===== src/rmp_ram.sv =====
`timescale 1ns / 1ps
`default_nettype none

module rmp_ram #(
  parameter int WIDTH = 8,
  parameter int DEPTH = 16
) (
  input  wire logic                     clk,
  input  wire logic                     we,
  input  wire logic [$clog2(DEPTH)-1:0] waddr,
  input  wire logic [WIDTH-1:0]         wdata,
  input  wire logic                     re,
  input  wire logic [$clog2(DEPTH)-1:0] raddr,
  output logic      [WIDTH-1:0]         rdata
);

  logic [WIDTH-1:0] mem [DEPTH];

  always_ff @(posedge clk) begin
    if (we) begin
      mem[waddr] <= wdata;
    end
    if (re) begin
      rdata <= mem[raddr];
    end
  end

endmodule

`default_nettype wire


===== config.mk =====
export PLATFORM = sky130hd
export DESIGN_NAME = rmp_ram
export DESIGN_NICKNAME = d
export VERILOG_FILES = /design/src/rmp_ram.sv
export SDC_FILE = /design/constraint.sdc
export NUM_CORES = 1
export LEC_CHECK = 0
export BUFFER_PORTS_ARGS = -buffer_cell sky130_fd_sc_hd__buf_4
export CORE_MARGIN = 2
export CORE_UTILIZATION = 35
export CTS_BUF_LIST = sky130_fd_sc_hd__clkbuf_8
export DETAILED_ROUTE_END_ITERATION = 12
export PLACE_DENSITY = 0.58
export SLEW_MARGIN = 20
export SYNTH_ARGS = -nofsm -noshare
export SYNTH_HDL_FRONTEND = slang
export SYNTH_SLANG_ARGS = --single-unit

===== constraint.sdc =====
create_clock -name clk -period 2.3 [get_ports clk]
set_input_delay 0.46 -clock clk [delete_from_list [all_inputs] [get_ports clk]]
set_output_delay 0.46 -clock clk [all_outputs]
set_load 0.01 [all_outputs]

==> results.json <==
{
  "place.gp.congestion": 0.717,
  "cts_hold_buffers": 0,
  "htree_levels": 4,
  "slowest_stage": "mux4_2",
  "drc": 0,
  "antenna_found_initial": 0,
  "fmax_ghz": 0.584,
  "cts_tree": "built",
  "worstMarginPinSlew_ns": 0.474,
  "clockBufferDepth": 2,
  "wl_um": 10500,
  "max_stage_delay_ns": 0.54,
  "hold_viol": 0,
  "synth_adder_area_share_pct": 0,
  "hold_path.class": "in2reg",
  "status": "finished, final reports clean",
  "post_cts_resized": 0,
  "async_flop_share_pct": 0,
  "slew_headroom_pct": 68.4,
  "r2r-end": "rdata[4]",
  "rsz0062_at_grt": "false",
  "ys_seq_area_share_pct": 78.1,
  "synth_xor_area_share_pct": 0,
  "cp.required_ns": 2.49,
  "grt_start_max_net_pins": 31,
  "r2r_cells": 3,
  "peakVddDrop_uv": 463,
  "gr-total-overflow": 0,
  "ys.flop_type": "edfxtp_1",
  "netlist_area_mm2": 0.00523,
  "die_w_um": 126,
  "syn_to_final_growth_pct": 17.5,
  "core_mm2": 0.0146,
  "synth_top_cell_by_area": "edfxtp_1",
  "ys_ff_latch": 136,
  "cp_cell_sequence": "buf_4, buf_4, mux4_2, a22oi_1, nand2_1",
  "synth_edf_count": 136,
  "cp.depth": 5,
  "finalNetCount": 305,
  "yosysMostFrequentCell": "edfxtp_1",
  "start_kind": "primary input",
  "synth_area_leaders": "edfxtp_1 78%, mux4_2 7.8%, mux4_1 7.0%, a22oi_1 2.3%, nor2_1 0.93%",
  "std_cell_rows": 44,
  "antenna_left": 0,
  "post-route-period-util_pct": 74.4,
  "cp_max_fo": 12,
  "cts_setup_buffers": 0,
  "power.density_mw_per_mm2": 827,
  "critPathTopFamily": "multiplexers",
  "numCtsBuffers": 17,
  "critPathKind": "in2reg",
  "grt_pass1_vias": 2578,
  "synth_simple_gate_area_share_pct": 3.14,
  "fin_crit_ns": 1.71,
  "synth_top_family_by_area": "multiplexers",
  "worstSetupEndpointType": "flop",
  "dieHeight_um": 126,
  "viasPerCell": 5.13,
  "gr-usage-all-layers_pct": 14.2,
  "hpwl_um": 6880,
  "setup_viol": 0,
  "synth-warning-count": 0,
  "muxShareOfSynthArea_pct": 14.8,
  "slew_viol_final": 0,
  "clkSinkCount": 136,
  "floorplan.initialDensity_pct": 35.8,
  "p_leak_uw": 0.00206,
  "setup_tns_ns": 0,
  "worstSetupEndpoint": "rdata[4]",
  "rrSetupSlack_ns": 0.75,
  "avgSynthCellArea_um2": 22.8,
  "drtPass1Iterations": 4,
  "final_cells": 482,
  "post_synth_num_cell_types": 18,
  "fin_skew_ns": 0.00583,
  "syn-instance-count": 229,
  "routedWlPerCell_um": 21.8,
  "grt_pass1_wl_um": 16000,
  "drive_gt1_share_pct": 30.9,
  "path_buf_inv": 2,
  "clkTransAtPathRegs_ns": 0.07,
  "syn_nets": 248,
  "io_pins": 27,
  "dieArea_mm2": 0.0159,
  "arrival_ns": 1.90,
  "r2r_start": "mem[9][4]",
  "via_count": 2473,
  "max_cap_violations": 0,
  "root_buffer": "clkbuf_8",
  "cp-startpoint": "raddr[0]",
  "antenna_cells": 0,
  "synth_compound_area_share_pct": 2.30,
  "synth_top_area_share_pct": 78.1,
  "numPortBuffers": 26,
  "crit_path_frequent_cell": "buf_4",
  "drt_iter0_drc": 224,
  "clkLatencyLatePin_ns": 0.45,
  "placed_cells": 451,
  "synth_common_cells": "136 x edfxtp_1, 18 x mux4_2, 16 x a22oi_1, 14 x mux4_1, 13 x nor2_1"
}
## cell families after synthesis
| logic type | count (synthesis) |
|---|---|
| muxes | 32 |
| and+or+nand+nor | 35 |
| AOI/OAI and AO/OA | 16 |
| buffers and inverters | 10 |
| DFF | 136 |
## layer usage
| metal | GRT usage (%) | vias up | routed length [µm] |
|---|---|---|---|
| li1 | - | 1092 | - |
| met5 | 0 | - | 0 |
| met3 | 4.42 | 15 | 735 |
| met1 | 20.1 | 1275 | 4840 |
| met2 | 20.6 | 91 | 4780 |
| met4 | 5.62 | 0 | 167 |
## stage by stage
stage	utilization (%)	area [µm²]	setup WS, ns	hold WS [ns]	power [µW]
6_report	42.1	6140	0.588	0.320	5080
5_1_grt	42.1	6140	0.493	0.310	5240
4_1_cts	42.1	6140	0.593	0.285	5130
3_5_place_dp	39.4	5740	0.0870	0.739	3140
3_3_place_gp	39.4	5740	0.110	0.735	3140
2_1_floorplan	-	5230	0.347	0.559	3000
## worst min path at each step
stage | depth (start not counted) | start | endpoint | slack, ns
2_1_floorplan | 0 | wdata[0] | mem[0][0] | 0.56
3_3_place_gp | 3 | mem[11][3] | rdata[3] | 0.73
3_5_place_dp | 3 | mem[14][2] | rdata[2] | 0.74
4_1_cts | 1 | wdata[6] | mem[15][6] | 0.28
5_1_grt | 1 | wdata[6] | mem[15][6] | 0.31
6_report | 1 | wdata[6] | mem[15][6] | 0.32
## worst reg2reg max path, cell delays in order, from the launching register on
cell and delay, ns:
edfxtp_1 0.36, mux4_1 0.51, a22oi_1 0.34, nand2_1 0.08
## registers in the layout, summed over array words and instances, names as in the netlist
signal,count
mem,128
rdata,8
## cells in the final DEF (no fill, tap or decap), drive strengths merged
master / count
a22oi: 16
and2: 1
and2b: 1
buf: 48
bufinv: 4
clkbuf: 17
clkinv: 7
clkinvlp: 1
edfxtp: 136
inv: 2
mux4: 32
nand2: 9
nand2b: 2
nand3: 1
nand3b: 2
nor2: 13
nor2b: 1
nor3: 4
or3b: 1
## power by group
group          switching [µW]  internal [µW]
Sequential               14.3           2790
Combinational             154            126
Clock                     851           1140
## layout make-up
cell class | count | area [µm²]
clock buffer | 17 | 234
multi-input combinational | 83 | 1060
clock inverter | 14 | 165
timing repair buffer | 48 | 373
tap | 184 | 230
fill | 1248 | 8450
sequential | 136 | 4080
Power figures use the tool's default switching activity.
