--- src/rmp_pkg.sv ---
`timescale 1ns / 1ps
`default_nettype none

package rmp_pkg;

  localparam int SEG_ENTRIES = 4096;
  localparam int CACHE_WAYS  = 16;
  localparam int COUNT_WIDTH = 32;

  localparam int SEG_AW  = $clog2(SEG_ENTRIES);
  localparam int WAY_W   = $clog2(CACHE_WAYS);
  localparam int GRP     = 4;
  localparam int NGRP    = (CACHE_WAYS + GRP - 1) / GRP;

  localparam int ADDR_W     = 52;
  localparam int FRAME_W    = 40;
  localparam int SEGIDX_W   = 12;
  localparam int SHIFT_W    = 6;
  localparam int WAYOUT_W   = 4;
  localparam int PAGE_BITS  = 12;
  localparam int PAGE_W     = ADDR_W - PAGE_BITS;
  localparam int ENTRY_LOG2 = 4;
  localparam int CFG_IDX_W  = 2;
  localparam int IN_W       = 104;
  localparam int OUT_W      = 112;

  localparam logic [ADDR_W-1:0]  SEG_ADDR_MASK  = 52'hffffffff00000;
  localparam logic [ADDR_W-1:0]  BOOKKEEP_BYTES = 52'h4000;
  localparam logic [SHIFT_W-1:0] SHIFT_MIN      = 6'd12;
  localparam logic [SHIFT_W-1:0] SPAN_MAX       = 6'd40;
  localparam logic [SHIFT_W-1:0] SHIFT_RESET    = 6'd36;

  localparam logic CMD_LOOKUP = 1'b0;
  localparam logic CMD_LOAD   = 1'b1;

  typedef enum logic [CFG_IDX_W-1:0] {
    CFG_TABLE_BASE = 2'd0,
    CFG_SEG_MODE   = 2'd1,
    CFG_SEG_SHIFT  = 2'd2
  } cfg_idx_t;

  typedef enum logic [3:0] {
    S_IDLE  = 4'b0001,
    S_READ  = 4'b0010,
    S_MATCH = 4'b0100,
    S_PICK  = 4'b1000
  } state_t;

  typedef struct packed {
    logic cap;
    logic commit;
  } lfu_ctl_t;

  typedef struct packed {
    logic             hit;
    logic [WAY_W-1:0] way;
  } lfu_res_t;

endpackage

`default_nettype wire

--- src/rmp_lfu.sv ---
`timescale 1ns / 1ps
`default_nettype none

module rmp_lfu (
  input  wire logic                          clk,
  input  wire logic                          rst_n,
  input  wire rmp_pkg::lfu_ctl_t             ctl,
  input  wire logic [rmp_pkg::PAGE_W-1:0]    page,
  output rmp_pkg::lfu_res_t                  res
);

  localparam int NPAD = rmp_pkg::NGRP * rmp_pkg::GRP;

  logic [rmp_pkg::PAGE_W-1:0]      tag_r [rmp_pkg::CACHE_WAYS];
  logic [rmp_pkg::COUNT_WIDTH-1:0] cnt_r [rmp_pkg::CACHE_WAYS];
  logic [rmp_pkg::CACHE_WAYS-1:0]  valid_r;

  logic [rmp_pkg::PAGE_W-1:0]      page_r;
  logic [rmp_pkg::CACHE_WAYS-1:0]  hitvec_r;
  logic [rmp_pkg::COUNT_WIDTH-1:0] gmin_r [rmp_pkg::NGRP];
  logic [rmp_pkg::WAY_W-1:0]       gidx_r [rmp_pkg::NGRP];

  logic [rmp_pkg::COUNT_WIDTH-1:0] eff    [NPAD];
  logic [rmp_pkg::CACHE_WAYS-1:0]  hitvec_nxt;
  logic [rmp_pkg::COUNT_WIDTH-1:0] gmin_nxt [rmp_pkg::NGRP];
  logic [rmp_pkg::WAY_W-1:0]       gidx_nxt [rmp_pkg::NGRP];

  logic [rmp_pkg::COUNT_WIDTH-1:0] vmin;
  logic [rmp_pkg::WAY_W-1:0]       victim;
  logic [rmp_pkg::WAY_W-1:0]       hit_way;
  logic                            any_hit;

  always_comb begin
    for (int i = 0; i < NPAD; i++) begin
      eff[i] = '1;
    end
    for (int i = 0; i < rmp_pkg::CACHE_WAYS; i++) begin
      eff[i] = valid_r[i] ? cnt_r[i] : '0;
      hitvec_nxt[i] = valid_r[i] && (tag_r[i] == page);
    end
    for (int g = 0; g < rmp_pkg::NGRP; g++) begin
      gmin_nxt[g] = eff[g * rmp_pkg::GRP];
      gidx_nxt[g] = rmp_pkg::WAY_W'(g * rmp_pkg::GRP);
      for (int k = 1; k < rmp_pkg::GRP; k++) begin
        if (eff[g * rmp_pkg::GRP + k] < gmin_nxt[g]) begin
          gmin_nxt[g] = eff[g * rmp_pkg::GRP + k];
          gidx_nxt[g] = rmp_pkg::WAY_W'(g * rmp_pkg::GRP + k);
        end
      end
    end
  end

  always_ff @(posedge clk) begin
    if (ctl.cap) begin
      page_r   <= page;
      hitvec_r <= hitvec_nxt;
      for (int g = 0; g < rmp_pkg::NGRP; g++) begin
        gmin_r[g] <= gmin_nxt[g];
        gidx_r[g] <= gidx_nxt[g];
      end
    end
  end

  always_comb begin
    vmin   = gmin_r[0];
    victim = gidx_r[0];
    for (int g = 1; g < rmp_pkg::NGRP; g++) begin
      if (gmin_r[g] < vmin) begin
        vmin   = gmin_r[g];
        victim = gidx_r[g];
      end
    end
    any_hit = |hitvec_r;
    hit_way = '0;
    for (int i = rmp_pkg::CACHE_WAYS - 1; i >= 0; i--) begin
      if (hitvec_r[i]) begin
        hit_way = rmp_pkg::WAY_W'(i);
      end
    end
  end

  assign res.hit = any_hit;
  assign res.way = any_hit ? hit_way : victim;

  always_ff @(posedge clk) begin
    if (!rst_n) begin
      valid_r <= '0;
      for (int i = 0; i < rmp_pkg::CACHE_WAYS; i++) begin
        cnt_r[i] <= '0;
      end
    end else if (ctl.commit) begin
      if (any_hit) begin
        if (cnt_r[hit_way] != '1) begin
          cnt_r[hit_way] <= cnt_r[hit_way] + 1'b1;
        end
      end else begin
        valid_r[victim] <= 1'b1;
        cnt_r[victim]   <= rmp_pkg::COUNT_WIDTH'(1);
      end
    end
  end

  always_ff @(posedge clk) begin
    if (ctl.commit && !any_hit) begin
      tag_r[victim] <= page_r;
    end
  end

endmodule

`default_nettype wire

--- config.mk ---
export PLATFORM = sky130hd
export DESIGN_NAME = rmp_lfu
export DESIGN_NICKNAME = d
export VERILOG_FILES = /design/src/rmp_pkg.sv /design/src/rmp_lfu.sv
export SDC_FILE = /design/constraint.sdc
export NUM_CORES = 2
export LEC_CHECK = 0
export BUFFER_PORTS_ARGS = -buffer_cell sky130_fd_sc_hd__buf_2
export CAP_MARGIN = 20
export CORE_UTILIZATION = 64
export CTS_BUF_LIST = sky130_fd_sc_hd__clkbuf_16
export DETAILED_ROUTE_END_ITERATION = 10
export GPL_TIMING_DRIVEN = 1
export PLACE_DENSITY = 0.79
export SYNTH_ARGS = -nofsm -noshare
export SYNTH_HDL_FRONTEND = slang
export SYNTH_SLANG_ARGS = --single-unit
--- constraint.sdc ---
create_clock -name clk -period 15.74 [get_ports clk]
set_input_delay 0.787 -clock clk [delete_from_list [all_inputs] [get_ports clk]]
set_output_delay 0.787 -clock clk [all_outputs]
set_load 0.005 [all_outputs]
==> impl_metrics.json <==
{
  "finalSetupTns_ns": 0,
  "numCtsBuffers": 142,
  "hold_depth": 1,
  "synth_area_per_cell_sq_um": 11.4,
  "ctsHoldBuffers": 0,
  "synth_seq_area_share": 0.536,
  "core-area_sq_mm": 0.117,
  "whs_ns": 0.377,
  "synth_commonest_cells": "edfxtp_1 (1344), nor2_1 (807), nand2_1 (641)",
  "ys_types": 87,
  "grt_overflow": 0,
  "path_clk_slew_ns": 0.06,
  "rsz0062_at_grt": "no",
  "end_kind": "flop",
  "netlist_area_sq_mm": 0.0758,
  "cts.sinks": 1360,
  "synth_area_leaders": "edfxtp_1 (53%), ha_1 (7.7%), nor2_1 (4.0%), xor2_1 (3.9%), xnor2_1 (3.5%)",
  "power.density_mw_per_mm2": 100,
  "worst-path-buf-inv": 5,
  "finClkSkew_ns": 0.0720,
  "syn_nets": 7169,
  "ys_ff_latch": 1360,
  "die_h_um": 346,
  "crit_required_ns": 16.18,
  "drcViolationCount": 0,
  "drt_iter0_drc": 10474,
  "ios": 49,
  "yosysTopAreaCell": "edfxtp_1",
  "synth_edf_count": 1344,
  "irDropWorstVdd_uv": 143,
  "dieWidth_um": 346,
  "critPathSlowestCell": "a311oi_1",
  "synth_top_area_share": 0.532,
  "worstSetupStartpointType": "flop",
  "start_util": 0.649,
  "slew_headroom": 0.0698,
  "synth-async-reset-ratio": 0,
  "power_leakage_nw": 32.3,
  "drtPass1Iterations": 7,
  "synth.most_common_cell": "edfxtp_1",
  "cp.arrival_ns": 12.65,
  "grt_usage": 0.481,
  "crit_path_max_fanout": 44,
  "drive_above_1_share": 0.0950,
  "r2r_end": "cnt_r[13][6]",
  "routed_wl_mm": 294,
  "gp_congestion": 1.07,
  "grt_max_degree": 84,
  "setup-violations-final": 0,
  "post-cts-setup-buffers": 0,
  "hp-start": "page[14]",
  "hold_end": "page_r[14]",
  "syn-instance-count": 6659,
  "status": "completed",
  "syn2layout_area_growth_pct": 8.88,
  "synth-main-ff-cell": "edfxtp_1",
  "h-tree-depth": 4,
  "cts_tree": "done",
  "hp-class": "input pin to flop",
  "die_area_sq_mm": 0.120,
  "cts-resized-gates": 0,
  "vias_per_cell": 7.16,
  "cts_buffer_depth": 3,
  "grt_pass1_wl_mm": 404,
  "reg2reg_from": "gmin_r[1][31]",
  "drv_slew": 0,
  "fmaxAchievable_mhz": 81.9,
  "p_total_mw": 8.26,
  "cap_viol_max_count": 0,
  "dpl.hpwl_mm": 206,
  "crit_family": "compound AO/OA/AOI/OAI gates",
  "criticalPathCategory": "flop to flop",
  "vias": 59179,
  "wire_per_inst_um": 35.6,
  "clkLatencyLatePin_ns": 0.85,
  "max_stage_delay_ns": 0.90,
  "reg2regPathDepth": 32,
  "root_buffer": "clkbuf_16",
  "grt_pass1_vias": 55445,
  "num_rows": 125,
  "cpMostUsedCell": "buf_4",
  "final_util": 0.707,
  "portBuffers": 48,
  "hold_viol": 0,
  "antenna_found_initial": 18,
  "fin_crit_ns": 12.21,
  "nets": 7127,
  "post-route-period-util": 0.776,
  "worstMarginPinSlew_ns": 1.40,
  "synth_warnings": 0,
  "worst-r2r-setup-slack_ns": 3.53,
  "ant_nets": 0
}
[per-stage QoR]
| stage | std cells | worst slack [ns] | area [sq um] |
|---|---|---|---|
| 6_report | 8267 | 3.53 | 82600 |
| 5_1_grt | 8253 | 3.09 | 82500 |
| 4_1_cts | 8244 | 3.42 | 82300 |
| 3_5_place_dp | 7988 | 3.50 | 77800 |
| 3_3_place_gp | 7979 | 3.01 | 77600 |
| 2_1_floorplan | 6659 | 3.94 | 75800 |
[cell usage in the layout, fill, tap and decap left out, types with 21 or more instances in the layout]
| master | synthesis | final |
|---|---|---|
| a21oi_1 | 365 | 362 |
| and3_1 | 42 | 42 |
| o21a_1 | 34 | 31 |
| o211ai_1 | 46 | 46 |
| buf_2 | 73 | 49 |
| nor4_1 | 124 | 114 |
| nor2_1 | 807 | 795 |
| buf_4 | 15 | 146 |
| clkinv_1 | 0 | 32 |
| or4_1 | 21 | 21 |
| mux2i_1 | 152 | 152 |
| o21ai_0 | 160 | 159 |
| a211oi_1 | 40 | 39 |
| nor3_1 | 41 | 39 |
| nand2b_1 | 21 | 21 |
| a31oi_1 | 54 | 53 |
| inv_1 | 215 | 251 |
| nand2_1 | 641 | 638 |
| mux2_2 | 68 | 68 |
| nand4_1 | 163 | 163 |
| clkbuf_16 | 0 | 142 |
| nor2b_1 | 23 | 23 |
| a21o_1 | 96 | 96 |
| edfxtp_1 | 1344 | 1344 |
| and2_1 | 237 | 235 |
| nand3_1 | 128 | 128 |
| xor2_1 | 334 | 334 |
| xnor2_1 | 305 | 305 |
| ha_1 | 466 | 466 |
| mux4_2 | 86 | 86 |
| a311oi_1 | 46 | 46 |
[area by class of cell]
| type | instances | area [sq um] |
|---|---|---|
| Multi-Input combinational cell | 4687 | 32900 |
| Inverter | 215 | 807 |
| Clock inverter | 114 | 996 |
| Antenna cell | 14 | 35.0 |
| Timing Repair Buffer | 211 | 1670 |
| Sequential cell | 1360 | 40700 |
| Clock buffer | 142 | 3550 |
| Tap cell | 1524 | 1910 |
| Fill cell | 7933 | 34300 |
[metal layers]
| metal | wire length [um] | global-route usage |
|---|---|---|
| met1 | 98900 | 0.608 |
| met3 | 49300 | 0.191 |
| met4 | 23300 | 0.314 |
| met2 | 123000 | 0.685 |
| met5 | 95 | 0 |
[worst max path at each step]
stage             startpoint           end  slack, ns  cells after the start
6_report       gmin_r[1][31]  cnt_r[13][6]       3.53                     32
5_1_grt        gmin_r[1][31]  cnt_r[13][6]       3.09                     30
4_1_cts        gmin_r[1][31]  cnt_r[13][6]       3.42                     29
3_5_place_dp   gmin_r[1][31]  cnt_r[13][6]       3.50                     29
3_3_place_gp   gmin_r[1][31]  cnt_r[13][6]       3.01                     30
2_1_floorplan  gmin_r[1][31]  tag_r[10][0]       3.94                     30
[cell families after synthesis]
family                   count (synthesis)  synth area share
adder cells (fa/ha/maj)                466            0.0769
AO/OA/AOI/OAI                          964            0.0801
flip-flops                            1360             0.536
AND/OR/NAND/NOR                       2303             0.142
buffers and inverters                  612            0.0336
XOR/XNOR                               639            0.0738
multiplexers                           315            0.0574
[power breakdown]
part / internal (mW) / switching (mW)
clock network: 1.79 / 1.54
registers: 4.07 / 0.133
logic: 0.199 / 0.523
[registers in the layout, indices dropped and copies added (netlist names)]
name,flops
tag_r,640
page_r,40
valid_r,16
gmin_r,128
hitvec_r,16
cnt_r,512
gidx_r,8
Note: power is estimated with default switching activity, not from simulation.
